$ cat src/design/deq_pkg.sv
// Shared types, request and status codes for the double-ended queue.
package deq_pkg;

    localparam int DATA_W     = 32;
    localparam int REQ_W      = 3;
    localparam int STATUS_W   = 2;
    localparam int DEPTH_DEFLT = 1024;

    typedef enum logic [REQ_W-1:0] {
        REQ_PUSH_FRONT = 3'd0,
        REQ_PUSH_BACK  = 3'd1,
        REQ_POP_FRONT  = 3'd2,
        REQ_POP_BACK   = 3'd3,
        REQ_SIZE       = 3'd4,
        REQ_EMPTY      = 3'd5,
        REQ_FRONT      = 3'd6,
        REQ_BACK       = 3'd7
    } t_req;

    typedef enum logic [STATUS_W-1:0] {
        ST_OK    = 2'd0,
        ST_EMPTY = 2'd1,
        ST_FULL  = 2'd2
    } t_status;

    // controller -> datapath
    typedef struct packed {
        logic capture;     // latch a new request
        logic write;       // store the word, advance pointers
        logic read;        // read the addressed slot, pop if asked
        logic emit_full;   // result: push dropped
        logic emit_empty;  // result: nothing to pop or peek
        logic emit_info;   // result: size or empty query
        logic emit_word;   // result: word read last cycle
    } t_cmd;

    // datapath -> controller
    typedef struct packed {
        t_req req;
        logic empty;
        logic full;
    } t_stat;

endpackage

$ cat src/design/deq_ctrl.sv
// Controller: request sequencing state machine for the double-ended queue.
module deq_ctrl (
    input  logic           i_clk,
    input  logic           i_rst_n,
    input  logic           start,
    output logic           busy,
    input  deq_pkg::t_stat i_stat,
    output deq_pkg::t_cmd  o_cmd
);

    typedef enum logic [1:0] {
        S_IDLE,
        S_DECODE,
        S_READ
    } t_state;

    t_state r_state;
    t_state n_state;
    logic   r_busy;
    logic   n_busy;

    always_comb begin
        o_cmd   = '0;
        n_state = r_state;
        n_busy  = r_busy;
        case (r_state)
            S_IDLE: begin
                if (start) begin
                    o_cmd.capture = 1'b1;
                    n_state       = S_DECODE;
                    n_busy        = 1'b1;
                end
            end
            S_DECODE: begin
                n_state = S_IDLE;
                n_busy  = 1'b0;
                case (i_stat.req)
                    deq_pkg::REQ_PUSH_FRONT,
                    deq_pkg::REQ_PUSH_BACK: begin
                        if (i_stat.full) begin
                            o_cmd.emit_full = 1'b1;
                        end else begin
                            o_cmd.write = 1'b1;
                        end
                    end
                    deq_pkg::REQ_SIZE,
                    deq_pkg::REQ_EMPTY: begin
                        o_cmd.emit_info = 1'b1;
                    end
                    default: begin
                        if (i_stat.empty) begin
                            o_cmd.emit_empty = 1'b1;
                        end else begin
                            o_cmd.read = 1'b1;
                            n_state    = S_READ;
                            n_busy     = 1'b1;
                        end
                    end
                endcase
            end
            S_READ: begin
                o_cmd.emit_word = 1'b1;
                n_state         = S_IDLE;
                n_busy          = 1'b0;
            end
            default: begin
                n_state = S_IDLE;
                n_busy  = 1'b0;
            end
        endcase
    end

    always_ff @(posedge i_clk) begin
        if (!i_rst_n) begin
            r_state <= S_IDLE;
            r_busy  <= 1'b0;
        end else begin
            r_state <= n_state;
            r_busy  <= n_busy;
        end
    end

    assign busy = r_busy;

endmodule

$ cat config.mk
export PLATFORM = sky130hd
export DESIGN_NAME = deq_ctrl
export DESIGN_NICKNAME = d
export VERILOG_FILES = /design/src/design/deq_pkg.sv /design/src/design/deq_ctrl.sv
export SDC_FILE = /design/constraint.sdc
export NUM_CORES = 1
export LEC_CHECK = 0
export ABC_AREA = 0
export BUFFER_PORTS_ARGS = -buffer_cell sky130_fd_sc_hd__buf_2
export CAP_MARGIN = 10
export CORE_AREA = 2 2 39 41
export DETAILED_ROUTE_END_ITERATION = 6
export DIE_AREA = 0 0 41 43
export SYNTH_ARGS = -nofsm -noshare
export SYNTH_HDL_FRONTEND = slang
export SYNTH_SLANG_ARGS = --single-unit
$ cat constraint.sdc
create_clock -name i_clk -period 2.4 [get_ports i_clk]
set_input_delay 0.24 -clock i_clk [delete_from_list [all_inputs] [get_ports i_clk]]
set_output_delay 0.24 -clock i_clk [all_outputs]
set_load 0.01 [all_outputs]
==> results of run 1 <==
worst max-delay path by stage:
stage                           from       end  slack [ps]  cells past startpoint
after CTS                 r_state[1]  o_cmd[3]         980                      3
after floorplan           r_state[1]  o_cmd[3]        1230                      2
after global placement    r_state[1]  o_cmd[3]        1260                      3
after detailed placement  r_state[1]  o_cmd[3]        1240                      3
after global routing      r_state[1]  o_cmd[3]         910                      3
final                     r_state[1]  o_cmd[3]        1000                      3
stage by stage:
| step | hold WS [ps] | util |
|---|---|---|
| after floorplan | 357.5 | - |
| after global placement | 466.8 | 0.1872 |
| after detailed placement | 473.8 | 0.1872 |
| after CTS | 224.5 | 0.2061 |
| after global routing | 238.9 | 0.2061 |
| final | 235.2 | 0.2061 |
logic make-up (layout without fill, tap and decap cells):
group,count (synthesis),in the layout
DFF,3,3
buffers and inverters,1,18
AOI/OAI and AO/OA,2,2
and+or+nand+nor,12,12
per-layer routing:
metal  share of wire  GRT usage
met3           0.073    0.03141
met2            0.50    0.07500
met4               0    0.08000
met1            0.43    0.05732
met5               0          0
worst max-delay path, stage by stage (launching register included):
cell	delay [ps]
dfxtp_1	310
nand2b_4	170
nor4b_1	270
buf_2	180
cell type report:
class | count | share of cell area
flip-flops and latches | 3 | 0.2105
well taps | 16 | 0.07018
clock buffers | 4 | 0.09211
multi-input cells | 14 | 0.3816
repair buffers | 14 | 0.2456
cells in the final DEF (no fill, tap or decap):
| cell type | instances |
|---|---|
| nand2b_4 | 1 |
| clkbuf_4 | 3 |
| clkbuf_1 | 1 |
| buf_2 | 14 |
| nor4_1 | 1 |
| nor2_1 | 2 |
| nor3b_4 | 1 |
| o21a_1 | 2 |
| and2b_2 | 1 |
| nor4b_1 | 1 |
| and2_1 | 2 |
| nor3b_1 | 1 |
| and3_1 | 1 |
| nand2_1 | 1 |
| dfxtp_1 | 3 |
power by group:
part | switching, mW | internal [mW]
sequential | 0.00214 | 0.0529
combinational | 0.0124 | 0.0135
clock | 0.0262 | 0.0623
total | 0.0407 | 0.129
sequential cells by signal (all words and copies together) (netlist names):
register,flops
r_state,2
busy,1
==> run summary, run 1 <==
outcome: complete, no violations
Core Area: 1384 um2
Layout area overhead: 61.70%
clk buf depth: 2
footprint of the multi-input gates: 108.9 um2
Critical Path End Type: output pin
root buffer cell: clkbuf_4
Setup TNS: 0 ps
post-CTS setup buffer count: 0
placed instance count: 47
most area-consuming cells after synthesis: dfxtp_1 (34%), nor3b_4 (11%), o21a_1 (8.5%)
Post-Synth XOR/XNOR Area: 0
most common cell in the netlist: dfxtp_1
dpl cell area: 259.0 um2
Rel. slew slack: 0.8424
die width: 41 um
total clock sinks: 3
vias in the first global route: 175
worst-margin pin slew: 233.1 ps
number of flops mapped to enable cells by yosys: 0
R2R depth: 3
Tcrit/Tclk final: 0.5821
Yosys top cell area share: 0.3404
skew final: 2.456 ps
filler instances: 163
post-synthesis average cell area: 9.801 um2
Synth Area in Simple Gates: 0.5319
Top FF cell, synth: dfxtp_1
GRT Total Usage: 0.06006
Synth Area in Compound Gates: 0.08511
Ys Warns: 0
drt via density: 3.549
Seq cells post-synth: 3
largest net degree at the start of global routing: 6
launching point of the worst reg2reg path: r_state[1]
DRT iter0 DRCs: 4
H-tree levels: 1
top post-synthesis cells by count: dfxtp_1 (3), and2_1 (2), nor2_1 (2), o21a_1 (2)
RD Place Congestion: 0.5778
crit start category: flop
maxcap violations: 0
Mapped Area: 176.4 um2
crit path DAT: 1160 ps
router iterations before antenna repair: 2
Power Total: 0.1695 mW
hold depth: 2
Netlist cell types: 13
Final setup viols: 0
reg2reg setup slack: 1480 ps
post-route minimum period: 1397 ps
Die Ht: 43 um
WHS Endpoint: busy
worst slack, placed: 1242 ps
CTS resizes: 0
RSZ-0062 raised after global routing: no
Crit path required time: 2160 ps
syn_nets: 26
layout cells sized above 1: 0.5714
ys async rst share: 0
register area: 60.06 um2
leakage power: 0.1430 nW
largest family of logic cells by synthesized area: simple AND/OR/NAND/NOR gates
Std-Cell Rows: 14
Hold Vio Cnt, Final: 0
mux cell area share after synthesis: 0
clk_lat worst skew: 230 ps
initial core utilization: 0.1275
initial antenna violation count: 0
DRC Markers: 0
Post-Synth Adder-Cell Area: 0
CTS tree: done
setup ws final: 1003 ps
Avg WL per Cell: 8.647 um
Hold Crit Class: input port to flop
CTS Hold Bufs: 0
Worst-path clk slew: 40 ps
sequential share of the synthesized area: 0.3404
final max-slew violation count: 0
vias: 181
Final nets: 44
critical path peak fanout: 5
Peak VDD IR: 0.1427 mV
HP Start: i_rst_n
Crit Path Class: flop to output pin
die outline area: 1763 um2
Ports: 16
Finished Layout Cells: 51
GRT Residual Overflow: 0
end of the worst register-to-register path: r_state[1]
DRT Wirelength: 441 um
post-route design area: 285.3 um2
Num CTS Buffers: 3
pwr dens: 594.0 nW/um2
cell taking the most area after synthesis: dfxtp_1
ANT cells: 0
first-pass GRT wire length: 648 um
DRT antenna net count: 0
Port Buf Inserts: 14
post-synthesis instance total: 18
Max Clock Freq: 0.7157 GHz
(Power assumes the default switching activity.)
==> inputs of run 2 (changes only) <==
clock period = 1.25 ns   (was 2.4 ns; I/O delays follow)
==> run 2 against run 1 <==
Net effect: register-to-register slack worse by 1100 ps; sequential share of layout area rose by 0.22 points; global-route usage is the same; critical path type unchanged; hold slack worse by 110 ps; combinational power rose by 97%; first-iteration DRC count decreased by 50%.
==> run summary, run 2 (synthesized netlist as in run 1, its figures left out) <==
DRT Wirelength: 443 um (+0.45%)
DRC Markers: 0 (unchanged)
leakage power: 0.1449 nW (+1.3%)
drt via density: 3.549 (unchanged)
worst setup path start: r_state[1]
Crit path required time: 1120 ps (-1040 ps)
ANT cells: 0 (unchanged)
most common cell after layout, fill and taps aside: buf_2
Ports: 16 (unchanged)
Setup TNS: 0 ps (unchanged)
Clock power frac: 0.520 (-0.002)
crit start category: flop
root buffer cell: clkbuf_4
worst-path cell chain: nand2b_4 -> nor4b_2 -> buf_2
H-tree levels: 1 (unchanged)
clk buf depth: 2 (unchanged)
Most flops, register: r_state
R2R depth: 3 (unchanged)
maxcap violations: 0 (unchanged)
GRT Total Usage: 0.06006 (unchanged)
Hold Crit Class: input port to flop
Num CTS Buffers: 3 (unchanged)
Power Total: 0.3271 mW (+93%)
CTS Hold Bufs: 0 (unchanged)
final max-slew violation count: 0 (unchanged)
outcome: complete, no violations
CTS tree: done
Std-Cell Rows: 14 (unchanged)
initial antenna violation count: 0 (unchanged)
most frequent cells in the layout: buf_2 (14), clkbuf_4 (3)
RSZ-0062 raised after global routing: yes
reg2reg setup slack: 340 ps (-1140 ps)
Critical Path End Type: output pin
end of the worst register-to-register path: r_state[1]
Max Clock Freq: 0.8115 GHz
first-pass GRT wire length: 648 um (unchanged)
Largest register FFs: 2 (unchanged)
DRT antenna net count: 0 (unchanged)
RD Place Congestion: 0.5778 (unchanged)
router iterations before antenna repair: 2 (unchanged)
die outline area: 1763 um2 (unchanged)
Hold Vio Cnt, Final: 0 (unchanged)
die width: 41 um (unchanged)
pwr dens: 1112 nW/um2 (+87%)
Peak VDD IR: 0.2593 mV (+82%)
Final nets: 44 (unchanged)
launching point of the worst reg2reg path: r_state[1]
Tcrit/Tclk final: 0.9859
vias: 181 (unchanged)
skew final: 2.456 ps (unchanged)
DRT iter0 DRCs: 2 (-2)
critical path peak fanout: 5 (unchanged)
M2 GR Usage: 0.07500 (unchanged)
CP max stage delay: 310 ps (about the same)
Crit Path Class: flop to output pin
Core Area: 1384 um2 (unchanged)
Avg WL per Cell: 8.686 um (+0.45%)
clk_lat worst skew: 230 ps (about the same)
Final setup viols: 0 (unchanged)
worst-margin pin slew: 202.6 ps (-30.47 ps)
Internal: 0.2481 mW (+93%)
Sw Share: 0.2416 (+0.001160)
Critical Path End: o_cmd[3]
P_sw: 0.07900 mW (+94%)
crit path DAT: 1110 ps (-50 ps)
vias in the first global route: 176 (+0.57%)
post-CTS setup buffer count: 0 (unchanged)
post-route minimum period: 1232 ps
largest net degree at the start of global routing: 6 (unchanged)
Rel. slew slack: 0.8637 (+0.02126)
layout cells sized above 1: 0.6571 (+0.08571)
GRT busiest layer: met4
Die Ht: 43 um (unchanged)
combinational fraction of design power: 0.156 (+0.003)
total clock sinks: 3 (unchanged)
Worst-path clk slew: 40 ps (about the same)
initial core utilization: 0.1275 (unchanged)
Layout area overhead: 66.67%
Worst path slowest cell: dfxtp_2
Reg power frac: 0.325 (about the same)
GRT Residual Overflow: 0 (unchanged)
Port Buf Inserts: 14 (unchanged)
M1 GR Usage: 0.05732 (unchanged)
met3 usage: 0.03141 (unchanged)
-- run 2: cell types whose count changed in the layout (fill, tap and decap cells not counted) --
cell     before  now
nor4b_1       1    0
dfxtp_2       0    2
nor4b_2       0    1
dfxtp_1       3    1
-- run 2: what timing repair did --
action,4_1_cts,5_1_grt
setup endpoints to repair,2,3
pin swaps,1,0
gates resized for setup,3,0
-- run 2: worst min path at each step --
stage               depth (start not counted)    start   end
floorplan                                   1  i_rst_n  busy
global placement                            2  i_rst_n  busy
detailed placement                          2  i_rst_n  busy
CTS                                         2  i_rst_n  busy
global route                                2  i_rst_n  busy
finish                                      2  i_rst_n  busy
-- run 2: layout make-up --
class                      instances  area (um2)
multi-input combinational         14       115.1
clock buffer                       4       26.28
timing repair buffer              14       70.07
sequential                         3       62.56
tap                               16       20.02
fill                             164        1090
-- run 2: worst max-delay path, delay by kind of cell, from the launching register on --
| family | cells | cell delay [ps] |
|---|---|---|
| DFF | 1 | 310 |
| buffers and inverters | 1 | 160 |
| and+or+nand+nor | 2 | 400 |
-- run 2: per-layer routing --
| layer | part of all wire | up-vias |
|---|---|---|
| li1 | - | 95 |
| met2 | 0.51 | 6 |
| met4 | 0 | 0 |
| met1 | 0.42 | 80 |
| met5 | 0 | - |
| met3 | 0.072 | 0 |
-- run 2: stage by stage --
step	hold WS (ps)	setup WS, ps	cell area, um2	instances	utilization
final	120.2	17.66	294.0	51	0.2125
after CTS	109.5	-6.630	294.0	51	0.2125
after detailed placement	358.8	207.3	259.0	47	0.1872
after floorplan	242.5	190.3	176.4	18	-
after global placement	351.8	225.4	259.0	47	0.1872
after global routing	123.9	-50.54	294.0	51	0.2125
-- run 2: power by group through the flow --
stage          logic [mW]  clock network (mW)  registers, mW
3_3_place_gp       0.0492                   0          0.107
5_1_grt            0.0558               0.193          0.106
4_1_cts            0.0517               0.181          0.106
2_1_floorplan      0.0254                   0          0.108
6_report           0.0509               0.170          0.106
3_5_place_dp       0.0501                   0          0.107
